==> src/lbdf_pkg.sv <==
package lbdf_pkg;

    localparam int BARS_DEF = 8;

    localparam int TIME_W  = 32;
    localparam int SLIDE_W = 3;
    localparam int LED_W   = 3;
    localparam int BRIGHT_W = 8;
    localparam int CFG_W   = 16;
    localparam int APB_AW  = 4;
    localparam int APB_DW  = 32;

    localparam logic [1:0] REG_SETTLE  = 2'd0;
    localparam logic [1:0] REG_STEP    = 2'd1;
    localparam logic [1:0] REG_RESTART = 2'd2;
    localparam logic [1:0] REG_PREROLL = 2'd3;

    localparam logic [CFG_W-1:0] SETTLE_RST  = 16'd500;
    localparam logic [CFG_W-1:0] STEP_RST    = 16'd125;
    localparam logic [CFG_W-1:0] RESTART_RST = 16'd750;
    localparam logic [CFG_W-1:0] PREROLL_RST = 16'd300;

    localparam int FADE_MS      = 250;
    localparam int FADE_HALF_MS = 125;
    localparam int FADE_SQ      = 62500;
    localparam logic [BRIGHT_W-1:0] FULL_ON = 8'hFF;

    typedef struct packed {
        logic [CFG_W-1:0] settle_ms;
        logic [CFG_W-1:0] step_ms;
        logic [CFG_W-1:0] restart_ms;
        logic [CFG_W-1:0] preroll_ms;
    } cfg_t;

    typedef logic [BRIGHT_W-1:0] fade_lut_t [256];

    function automatic fade_lut_t build_fade_lut();
        fade_lut_t t;
        for (int e = 0; e < 256; e++)
        begin
            if (e < FADE_HALF_MS)
                t[e] = BRIGHT_W'((255 * (FADE_SQ - 2 * e * e)) / FADE_SQ);
            else if (e < FADE_MS)
                t[e] = BRIGHT_W'((510 * (FADE_MS - e) * (FADE_MS - e)) / FADE_SQ);
            else
                t[e] = '0;
        end
        return t;
    endfunction

    localparam fade_lut_t FADE_LUT = build_fade_lut();

endpackage

==> src/lbdf_tick_if.sv <==
interface lbdf_tick_if;
    import lbdf_pkg::*;

    logic                valid;
    logic                ready;
    logic [TIME_W-1:0]   now_ms;
    logic [SLIDE_W-1:0]  slider_pos;

    modport source (output valid, output now_ms, output slider_pos, input ready);
    modport sink   (input valid, input now_ms, input slider_pos, output ready);
endinterface

==> src/lbdf_led_if.sv <==
interface lbdf_led_if;
    import lbdf_pkg::*;

    logic                valid;
    logic                ready;
    logic [LED_W-1:0]    led_index;
    logic [BRIGHT_W-1:0] brightness;
    logic                last;

    modport source (output valid, output led_index, output brightness, output last,
                    input ready);
    modport sink   (input valid, input led_index, input brightness, input last,
                    output ready);
endinterface

==> src/led_bar_drop_fade_animator_top.sv <==
// After a tick item is accepted, the engine passes the mode and step states, then
// sweeps the bars through the read stage and the output register. Each tick yields
// BARS results, one per cycle while the sink keeps ready high. A new tick is accepted
// only after the sweep of the fade-start memory through its single read port is done.
// Reset (rst_n, async, active low): registers take defaults, idle mode, all fades off.
module led_bar_drop_fade_animator_top #(
    parameter int BARS = lbdf_pkg::BARS_DEF
) (
    input  logic                        clk,
    input  logic                        rst_n,
    input  logic                        psel,
    input  logic                        penable,
    input  logic                        pwrite,
    input  logic [lbdf_pkg::APB_AW-1:0] paddr,
    input  logic [lbdf_pkg::APB_DW-1:0] pwdata,
    output logic [lbdf_pkg::APB_DW-1:0] prdata,
    output logic                        pready,
    lbdf_tick_if.sink                   tick,
    lbdf_led_if.source                  led
);
    import lbdf_pkg::*;

    localparam int IDX_W = $clog2(BARS);

    cfg_t              cfg;
    logic              wr_en;
    logic [IDX_W-1:0]  wr_addr;
    logic [TIME_W-1:0] wr_data;
    logic              rd_en;
    logic [IDX_W-1:0]  rd_addr;
    logic [TIME_W-1:0] rd_data;

    lbdf_cfg_regs u_cfg (
        .clk     (clk),
        .rst_n   (rst_n),
        .psel    (psel),
        .penable (penable),
        .pwrite  (pwrite),
        .paddr   (paddr),
        .pwdata  (pwdata),
        .prdata  (prdata),
        .pready  (pready),
        .cfg     (cfg)
    );

    lbdf_start_ram #(.BARS(BARS)) u_ram (
        .clk     (clk),
        .wr_en   (wr_en),
        .wr_addr (wr_addr),
        .wr_data (wr_data),
        .rd_en   (rd_en),
        .rd_addr (rd_addr),
        .rd_data (rd_data)
    );

    lbdf_engine #(.BARS(BARS)) u_engine (
        .clk     (clk),
        .rst_n   (rst_n),
        .cfg     (cfg),
        .tick    (tick),
        .led     (led),
        .wr_en   (wr_en),
        .wr_addr (wr_addr),
        .wr_data (wr_data),
        .rd_en   (rd_en),
        .rd_addr (rd_addr),
        .rd_data (rd_data)
    );
endmodule

==> src/lbdf_cfg_regs.sv <==
module lbdf_cfg_regs (
    input  logic                        clk,
    input  logic                        rst_n,
    input  logic                        psel,
    input  logic                        penable,
    input  logic                        pwrite,
    input  logic [lbdf_pkg::APB_AW-1:0] paddr,
    input  logic [lbdf_pkg::APB_DW-1:0] pwdata,
    output logic [lbdf_pkg::APB_DW-1:0] prdata,
    output logic                        pready,
    output lbdf_pkg::cfg_t              cfg
);
    import lbdf_pkg::*;

    cfg_t       cfg_reg;
    logic [1:0] reg_sel;
    logic       wr_en;

    assign reg_sel = paddr[3:2];
    assign pready  = 1'b1;
    assign wr_en   = psel && penable && pwrite && pready;
    assign cfg     = cfg_reg;

    always_ff @(posedge clk or negedge rst_n)
    begin
        if (!rst_n)
        begin
            cfg_reg.settle_ms  <= SETTLE_RST;
            cfg_reg.step_ms    <= STEP_RST;
            cfg_reg.restart_ms <= RESTART_RST;
            cfg_reg.preroll_ms <= PREROLL_RST;
        end
        else if (wr_en)
        begin
            unique case (reg_sel)
                REG_SETTLE:  cfg_reg.settle_ms  <= pwdata[CFG_W-1:0];
                REG_STEP:    cfg_reg.step_ms    <= pwdata[CFG_W-1:0];
                REG_RESTART: cfg_reg.restart_ms <= pwdata[CFG_W-1:0];
                REG_PREROLL: cfg_reg.preroll_ms <= pwdata[CFG_W-1:0];
                default:     cfg_reg.settle_ms  <= cfg_reg.settle_ms;
            endcase
        end
    end

    always_comb
    begin
        unique case (reg_sel)
            REG_SETTLE:  prdata = APB_DW'(cfg_reg.settle_ms);
            REG_STEP:    prdata = APB_DW'(cfg_reg.step_ms);
            REG_RESTART: prdata = APB_DW'(cfg_reg.restart_ms);
            REG_PREROLL: prdata = APB_DW'(cfg_reg.preroll_ms);
            default:     prdata = '0;
        endcase
    end
endmodule

==> src/lbdf_start_ram.sv <==
module lbdf_start_ram #(
    parameter int BARS = lbdf_pkg::BARS_DEF
) (
    input  logic                        clk,
    input  logic                        wr_en,
    input  logic [$clog2(BARS)-1:0]     wr_addr,
    input  logic [lbdf_pkg::TIME_W-1:0] wr_data,
    input  logic                        rd_en,
    input  logic [$clog2(BARS)-1:0]     rd_addr,
    output logic [lbdf_pkg::TIME_W-1:0] rd_data
);
    import lbdf_pkg::*;

    logic [TIME_W-1:0] mem [BARS];

    always_ff @(posedge clk)
    begin
        if (wr_en)
            mem[wr_addr] <= wr_data;
        if (rd_en)
            rd_data <= mem[rd_addr];
    end
endmodule

==> src/lbdf_engine.sv <==
module lbdf_engine #(
    parameter int BARS = lbdf_pkg::BARS_DEF,
    localparam int IDX_W = $clog2(BARS),
    localparam int CNT_W = $clog2(BARS + 1)
) (
    input  logic                        clk,
    input  logic                        rst_n,
    input  lbdf_pkg::cfg_t              cfg,
    lbdf_tick_if.sink                   tick,
    lbdf_led_if.source                  led,
    output logic                        wr_en,
    output logic [IDX_W-1:0]            wr_addr,
    output logic [lbdf_pkg::TIME_W-1:0] wr_data,
    output logic                        rd_en,
    output logic [IDX_W-1:0]            rd_addr,
    input  logic [lbdf_pkg::TIME_W-1:0] rd_data
);
    import lbdf_pkg::*;

    typedef enum logic [1:0] {S_IDLE, S_MODE, S_STEP, S_SWEEP} state_t;

    state_t              state_reg;
    logic [TIME_W-1:0]   now_reg;
    logic [SLIDE_W-1:0]  n_reg;
    logic                moving_reg;
    logic [SLIDE_W-1:0]  prev_reg;
    logic [TIME_W-1:0]   change_reg;
    logic [TIME_W-1:0]   step_time_reg;
    logic [SLIDE_W-1:0]  drop_reg;
    logic [BARS-1:0]     live_reg;
    logic [CNT_W-1:0]    cnt_reg;
    logic                s1_valid_reg;
    logic [IDX_W-1:0]    s1_idx_reg;
    logic                out_valid_reg;
    logic [LED_W-1:0]    out_led_reg;
    logic [BRIGHT_W-1:0] out_bright_reg;
    logic                out_last_reg;

    logic [SLIDE_W-1:0]  n_clamp;
    logic [TIME_W-1:0]   since_change;
    logic [TIME_W-1:0]   since_step;
    logic                step_due;
    logic                restart_due;
    logic                fire;
    logic [SLIDE_W-1:0]  drop_next;
    logic                issue;
    logic                s1_adv;
    logic [TIME_W-1:0]   elapsed;
    logic                expired;
    logic                s1_live;
    logic [BRIGHT_W-1:0] bright;

    assign n_clamp = (32'(tick.slider_pos) > BARS - 1) ? SLIDE_W'(BARS - 1) : tick.slider_pos;

    assign since_change = now_reg - change_reg;
    assign since_step   = now_reg - step_time_reg;
    assign step_due     = !moving_reg && (since_step > TIME_W'(cfg.step_ms));
    assign restart_due  = since_step > TIME_W'(cfg.restart_ms);

    always_comb
    begin
        fire      = 1'b0;
        drop_next = drop_reg;
        if (step_due)
        begin
            priority if (drop_reg != '0)
            begin
                drop_next = drop_reg - 1'b1;
                fire      = 1'b1;
            end
            else if (restart_due)
            begin
                drop_next = n_reg;
                fire      = 1'b1;
            end
            else
            begin
                fire = 1'b0;
            end
        end
    end

    assign wr_en   = (state_reg == S_STEP) && fire;
    assign wr_addr = IDX_W'(drop_next);
    assign wr_data = now_reg;

    assign s1_adv  = s1_valid_reg && (!out_valid_reg || led.ready);
    assign issue   = (state_reg == S_SWEEP) && (cnt_reg < CNT_W'(BARS))
                     && (!s1_valid_reg || s1_adv);
    assign rd_en   = issue;
    assign rd_addr = cnt_reg[IDX_W-1:0];

    assign elapsed = now_reg - rd_data;
    assign expired = elapsed >= TIME_W'(FADE_MS);
    assign s1_live = live_reg[s1_idx_reg];

    always_comb
    begin
        priority if (32'(s1_idx_reg) == 32'(n_reg))
            bright = FULL_ON;
        else if (moving_reg || !s1_live || expired)
            bright = '0;
        else
            bright = FADE_LUT[elapsed[7:0]];
    end

    assign tick.ready     = (state_reg == S_IDLE);
    assign led.valid      = out_valid_reg;
    assign led.led_index  = out_led_reg;
    assign led.brightness = out_bright_reg;
    assign led.last       = out_last_reg;

    always_ff @(posedge clk or negedge rst_n)
    begin
        if (!rst_n)
        begin
            state_reg      <= S_IDLE;
            now_reg        <= '0;
            n_reg          <= '0;
            moving_reg     <= 1'b0;
            prev_reg       <= '0;
            change_reg     <= '0;
            step_time_reg  <= '0;
            drop_reg       <= '0;
            live_reg       <= '0;
            cnt_reg        <= '0;
            s1_valid_reg   <= 1'b0;
            s1_idx_reg     <= '0;
            out_valid_reg  <= 1'b0;
            out_led_reg    <= '0;
            out_bright_reg <= '0;
            out_last_reg   <= 1'b0;
        end
        else
        begin
            unique case (state_reg)
                S_IDLE:
                begin
                    if (tick.valid)
                    begin
                        now_reg   <= tick.now_ms;
                        n_reg     <= n_clamp;
                        state_reg <= S_MODE;
                    end
                end
                S_MODE:
                begin
                    if (n_reg != prev_reg)
                    begin
                        moving_reg <= 1'b1;
                        prev_reg   <= n_reg;
                        change_reg <= now_reg;
                    end
                    else if (moving_reg && (since_change > TIME_W'(cfg.settle_ms)))
                    begin
                        moving_reg    <= 1'b0;
                        drop_reg      <= n_reg;
                        step_time_reg <= now_reg - TIME_W'(cfg.preroll_ms);
                    end
                    state_reg <= S_STEP;
                end
                S_STEP:
                begin
                    drop_reg <= drop_next;
                    if (fire)
                    begin
                        step_time_reg <= now_reg;
                        live_reg[IDX_W'(drop_next)] <= 1'b1;
                    end
                    cnt_reg   <= '0;
                    state_reg <= S_SWEEP;
                end
                S_SWEEP:
                begin
                    if ((cnt_reg == CNT_W'(BARS)) && !s1_valid_reg)
                        state_reg <= S_IDLE;
                end
                default:
                    state_reg <= S_IDLE;
            endcase

            // drop expired fades as each entry passes
            if (s1_adv && s1_live && expired)
                live_reg[s1_idx_reg] <= 1'b0;

            if (issue)
            begin
                cnt_reg      <= cnt_reg + 1'b1;
                s1_valid_reg <= 1'b1;
                s1_idx_reg   <= cnt_reg[IDX_W-1:0];
            end
            else if (s1_adv)
                s1_valid_reg <= 1'b0;

            if (s1_adv)
            begin
                out_valid_reg  <= 1'b1;
                out_led_reg    <= LED_W'(s1_idx_reg);
                out_bright_reg <= bright;
                out_last_reg   <= (32'(s1_idx_reg) == BARS - 1);
            end
            else if (led.ready)
                out_valid_reg <= 1'b0;
        end
    end

    a_s1_in_sweep: assert property (@(posedge clk) disable iff (!rst_n)
        s1_valid_reg |-> (state_reg == S_SWEEP))
        else $error("read stage busy outside sweep");

    a_cnt_bound: assert property (@(posedge clk) disable iff (!rst_n)
        cnt_reg <= CNT_W'(BARS))
        else $error("sweep count beyond bar length");

    a_write_sets_live: assert property (@(posedge clk) disable iff (!rst_n)
        wr_en |=> live_reg[$past(wr_addr)])
        else $error("new fade not marked live");

    a_no_fade_moving: assert property (@(posedge clk) disable iff (!rst_n)
        (state_reg == S_STEP) && moving_reg |-> !wr_en)
        else $error("fade started in moving mode");
endmodule
==> src/flat_wrapper.sv <==
// flat-port wrapper written by rule: the top's interface ports become plain ports
module led_bar_drop_fade_animator_top_flat import lbdf_pkg::*;
#(
    parameter int BARS = lbdf_pkg::BARS_DEF
)
  (clk, rst_n, psel, penable, pwrite, paddr, pwdata, prdata, pready, tick_valid, tick_now_ms, tick_slider_pos, tick_ready, led_valid, led_led_index, led_brightness, led_last, led_ready);
  lbdf_tick_if tick_i ();
  lbdf_led_if led_i ();
  input  logic clk;
  input  logic rst_n;
  input  logic psel;
  input  logic penable;
  input  logic pwrite;
  input  logic [lbdf_pkg::APB_AW-1:0] paddr;
  input  logic [lbdf_pkg::APB_DW-1:0] pwdata;
  output logic [lbdf_pkg::APB_DW-1:0] prdata;
  output logic pready;
  input wire logic [$bits(tick_i.valid)-1:0] tick_valid;
  input wire logic [$bits(tick_i.now_ms)-1:0] tick_now_ms;
  input wire logic [$bits(tick_i.slider_pos)-1:0] tick_slider_pos;
  output wire logic [$bits(tick_i.ready)-1:0] tick_ready;
  output wire logic [$bits(led_i.valid)-1:0] led_valid;
  output wire logic [$bits(led_i.led_index)-1:0] led_led_index;
  output wire logic [$bits(led_i.brightness)-1:0] led_brightness;
  output wire logic [$bits(led_i.last)-1:0] led_last;
  input wire logic [$bits(led_i.ready)-1:0] led_ready;
  assign tick_i.valid = tick_valid;
  assign tick_i.now_ms = tick_now_ms;
  assign tick_i.slider_pos = tick_slider_pos;
  assign tick_ready = tick_i.ready;
  assign led_valid = led_i.valid;
  assign led_led_index = led_i.led_index;
  assign led_brightness = led_i.brightness;
  assign led_last = led_i.last;
  assign led_i.ready = led_ready;
  led_bar_drop_fade_animator_top #(.BARS(BARS)) u_core (.clk(clk), .rst_n(rst_n), .psel(psel), .penable(penable), .pwrite(pwrite), .paddr(paddr), .pwdata(pwdata), .prdata(prdata), .pready(pready), .tick(tick_i), .led(led_i));
endmodule
==> config.mk <==
export PLATFORM = sky130hd
export DESIGN_NAME = led_bar_drop_fade_animator_top_flat
export DESIGN_NICKNAME = d
export VERILOG_FILES = /design/src/lbdf_pkg.sv /design/src/lbdf_tick_if.sv /design/src/lbdf_led_if.sv /design/src/led_bar_drop_fade_animator_top.sv /design/src/lbdf_cfg_regs.sv /design/src/lbdf_start_ram.sv /design/src/lbdf_engine.sv /design/src/flat_wrapper.sv
export SDC_FILE = /design/constraint.sdc
export NUM_CORES = 1
export LEC_CHECK = 0
export BUFFER_PORTS_ARGS = -buffer_cell sky130_fd_sc_hd__buf_2
export CAP_MARGIN = 20
export CORE_MARGIN = 2
export CORE_UTILIZATION = 30
export CTS_CLUSTER_SIZE = 12
export DETAILED_ROUTE_END_ITERATION = 8
export PLACE_DENSITY = 0.5
export SLEW_MARGIN = 25
export SYNTH_ARGS = -nofsm -noshare
export SYNTH_HDL_FRONTEND = slang
export SYNTH_SLANG_ARGS = --single-unit
==> constraint.sdc <==
create_clock -name clk -period 6.1 [get_ports clk]
set_input_delay 0.915 -clock clk [delete_from_list [all_inputs] [get_ports clk]]
set_output_delay 0.915 -clock clk [all_outputs]
set_load 0.01 [all_outputs]
==> flow_summary.toml <==
[global_routing]
grt_use_total_pct = 16.29
overflow = 0
first_global_vias = 21300
antenna_found_initial = 1
grt_start_max_net_pins = 132
grt_pass1_wl_um = 126400

[logic_synthesis]
synth_area_leader_cell = "edfxtp_1"
yosysSeqAreaShare_pct = 47.10
synth_compound_area_share_pct = 14.30
synth-xor-area-share_pct = 2.851
yosys.cell_types.count = 97
synth-async-reset-ratio_pct = 41.10
synthFlopType = "edfxtp_1"
synth_seq_cells = 489
synthTopCellsByArea = "edfxtp_1 30%, dfrtp_1 15%, ha_1 7.8%"
synth_common_cells = "288 x edfxtp_1, 212 x inv_1, 188 x nand2_1"
synthAdderAreaFrac_pct = 8.100
synth.top_cell.area_share_pct = 29.72
synth-edff-count = 288
yosysWarningCount = 0
synth.most_common_cell = "edfxtp_1"
synth_area_mm2 = 0.02910
synth.area.mux_share_pct = 13.46
synth_top_family_by_area = "compound AO/OA/AOI/OAI gates"
synth_cells = 2573
post_synth.cell_area_avg_um2 = 11.31
synth-simple-area-share_pct = 9.472

[timing]
slew_headroom_pct = 32.43
timing_worst_slew_pin_value_ns = 1.006
clock.fmax_mhz = 170.8
fin_crit_sh_pct = 95.98
slew_viol_final = 0
fin_crit_ns = 5.855
hold_ws_ns = 0.2566
hold_viol = 0
finalSetupViolCount = 0
fin_skew_ns = 0.04968
rsz0062_at_grt = "false"

[placed_design]
gp_congestion = 0.8744
io_buffers = 89
dpl.hpwl_um = 58380

[floorplan]
core_mm2 = 0.09642
io_pins = 125
initial_core_util_pct = 30.18
die_w_um = 315.5
dieArea_mm2 = 0.09951
die_h_um = 315.5
rows = 114

[cts]
cts_buffers = 55
clock_sinks = 489
ctsRootBufferMaster = "clkbuf_16"
htreeDepth = 2
cts_tree = "built"
clk_pin_slew_ns = 0.06
hold_buffers = 0
clockBufferDepth = 3
worstSkewPairLatency_ns = 0.65

[final_layout]
largest_reg_flops = 256
utilization_pct = 34.41
multi_input_area_mm2 = 0.01422
layout-drive-gt1-share_pct = 19.78
seq_area_mm2 = 0.01371
area_growth_pct = 14.02
fillers = 9677
fin_nets = 2940

[critical_path]
startpoint_type = "flip-flop"
cp-end-kind = "flip-flop"
crit_top_cell = "ha_1"
critPathSlowestCell = "or4_1"
path_class = "flip-flop to flip-flop"
crit_path_max_fanout = 23
crit_required_ns = 6.50
critPathMaxStageDelay_ns = 0.64
cp_cell_sequence = "inv_1 -> ha_1 -> fa_1 -> nand2b_1 -> a21oi_1 -> nor2_1 -> o21ai_0 -> xor2_1 -> ha_1 -> nand3_1 -> or2_2 -> nor3_1 -> a32o_1 -> a31oi_1 -> o2bb2ai_1 -> or4_1 -> o31ai_4 -> nand2b_4 -> nor2_4 -> buf_4"
critPathArrivalTime_ns = 6.25

[detailed_routing]
ant_nets = 0
vias_per_cell = 5.303
wirelength_um = 82540
drt_iter0_drc = 1435
vias = 21200
routedWlPerCell_um = 20.65
drc = 0
first_pass_iters = 6

[min_path]
hold_path_class = "input port to async pin"

[job]
maxCapViolCount = 0

[status]
status = "completed"
[layout by cell type (no fill, tap or decap), types with 18 or more instances in the layout]
cell type / count
nand2_1: 187
a21oi_1: 154
dfrtp_1: 176
o211ai_1: 31
clkbuf_16: 56
xnor2_1: 49
clkbuf_1: 18
nor2_1: 111
o21a_1: 18
mux4_2: 82
nor3_1: 36
inv_1: 212
o21ai_0: 156
xor2_1: 40
a211oi_1: 27
buf_2: 88
mux2_2: 139
nand3_1: 43
dfstp_2: 23
a31oi_1: 24
ha_1: 181
nand4_1: 37
buf_4: 61
edfxtp_1: 288
nor2b_1: 24
a21o_1: 47
mux2i_1: 34
[kinds of logic after synthesis]
family | Yosys count
other cells | 2
buf+inv | 339
mux | 266
flops | 489
fa+ha+maj | 186
simple gates | 565
xor+xnor | 93
compound gates | 633
[per-stage QoR]
step                      instance area (um2)  setup WS [ns]  instances  setup TNS, ns
final                                   33180         0.2452       3998              0
after global routing                    33170        0.01641       3996              0
after CTS                               33050        0.04565       3990              0
after detailed placement                31240         0.1138       3889              0
after global placement                  31210         0.1447       3888              0
after floorplan                         29160       -0.09504       2588         -12.42
[worst paths after layout]
check	from	endpoint	slack, ns	depth (start not counted)
max	u_core.u_engine.wr_data[0]$_DFFE_PN0P_	u_core.u_ram.mem[5][23]$_DFFE_PP_	0.25	20
min	rst_n	u_core.u_engine.change_reg[21]$_DFFE_PN0P_	0.26	1
max reg2reg	u_core.u_engine.wr_data[0]$_DFFE_PN0P_	u_core.u_ram.mem[5][23]$_DFFE_PP_	0.25	20
min reg2reg	u_core.u_engine.cnt_reg[3]$_DFFE_PN0P_	u_core.u_engine.s1_valid_reg$_DFFE_PN0P_	0.45	1
max in group asynchronous	rst_n	u_core.u_engine.wr_data[12]$_DFFE_PN0P_	4.73	2
min in group clk	u_core.u_engine.cnt_reg[3]$_DFFE_PN0P_	u_core.u_engine.s1_valid_reg$_DFFE_PN0P_	0.45	1
[metal layers]
| layer | global-route usage, % | vias up | wire, um |
|---|---|---|---|
| met5 | 0 | - | 0 |
| met4 | 4.136 | 0 | 1856 |
| met3 | 2.165 | 130 | 3837 |
| met2 | 26.32 | 578 | 38160 |
| met1 | 23.07 | 10650 | 38690 |
| li1 | - | 9841 | - |
[timing repair]
| action | 4_1_cts | 5_1_grt |
|---|---|---|
| setup buffers | 0 | 0 |
| resized for setup | 0 | 5 |
| setup endpoints to repair | 0 | 82 |
[area by class of cell]
type,instances,area share (%)
Multi-Input combinational cell,1763,42.87
Sequential cell,489,41.33
Tap cell,1276,4.812
Clock buffer,77,4.552
Timing Repair Buffer,155,3.122
Inverter,212,2.398
Clock inverter,24,0.9050
Antenna cell,2,0.01508
[critical path: cells and delay by family (launching register included)]
family,cells,cell delay [ns]
adder cells (fa/ha/maj),3,0.86
AND/OR/NAND/NOR,8,2.11
buffers and inverters,2,0.40
AO/OA/AOI/OAI,6,1.46
XOR/XNOR,1,0.43
flip-flops,1,0.34
Power is not shown: default switching activity piles up to over one toggle a cycle in this logic, so the estimate is an artifact.
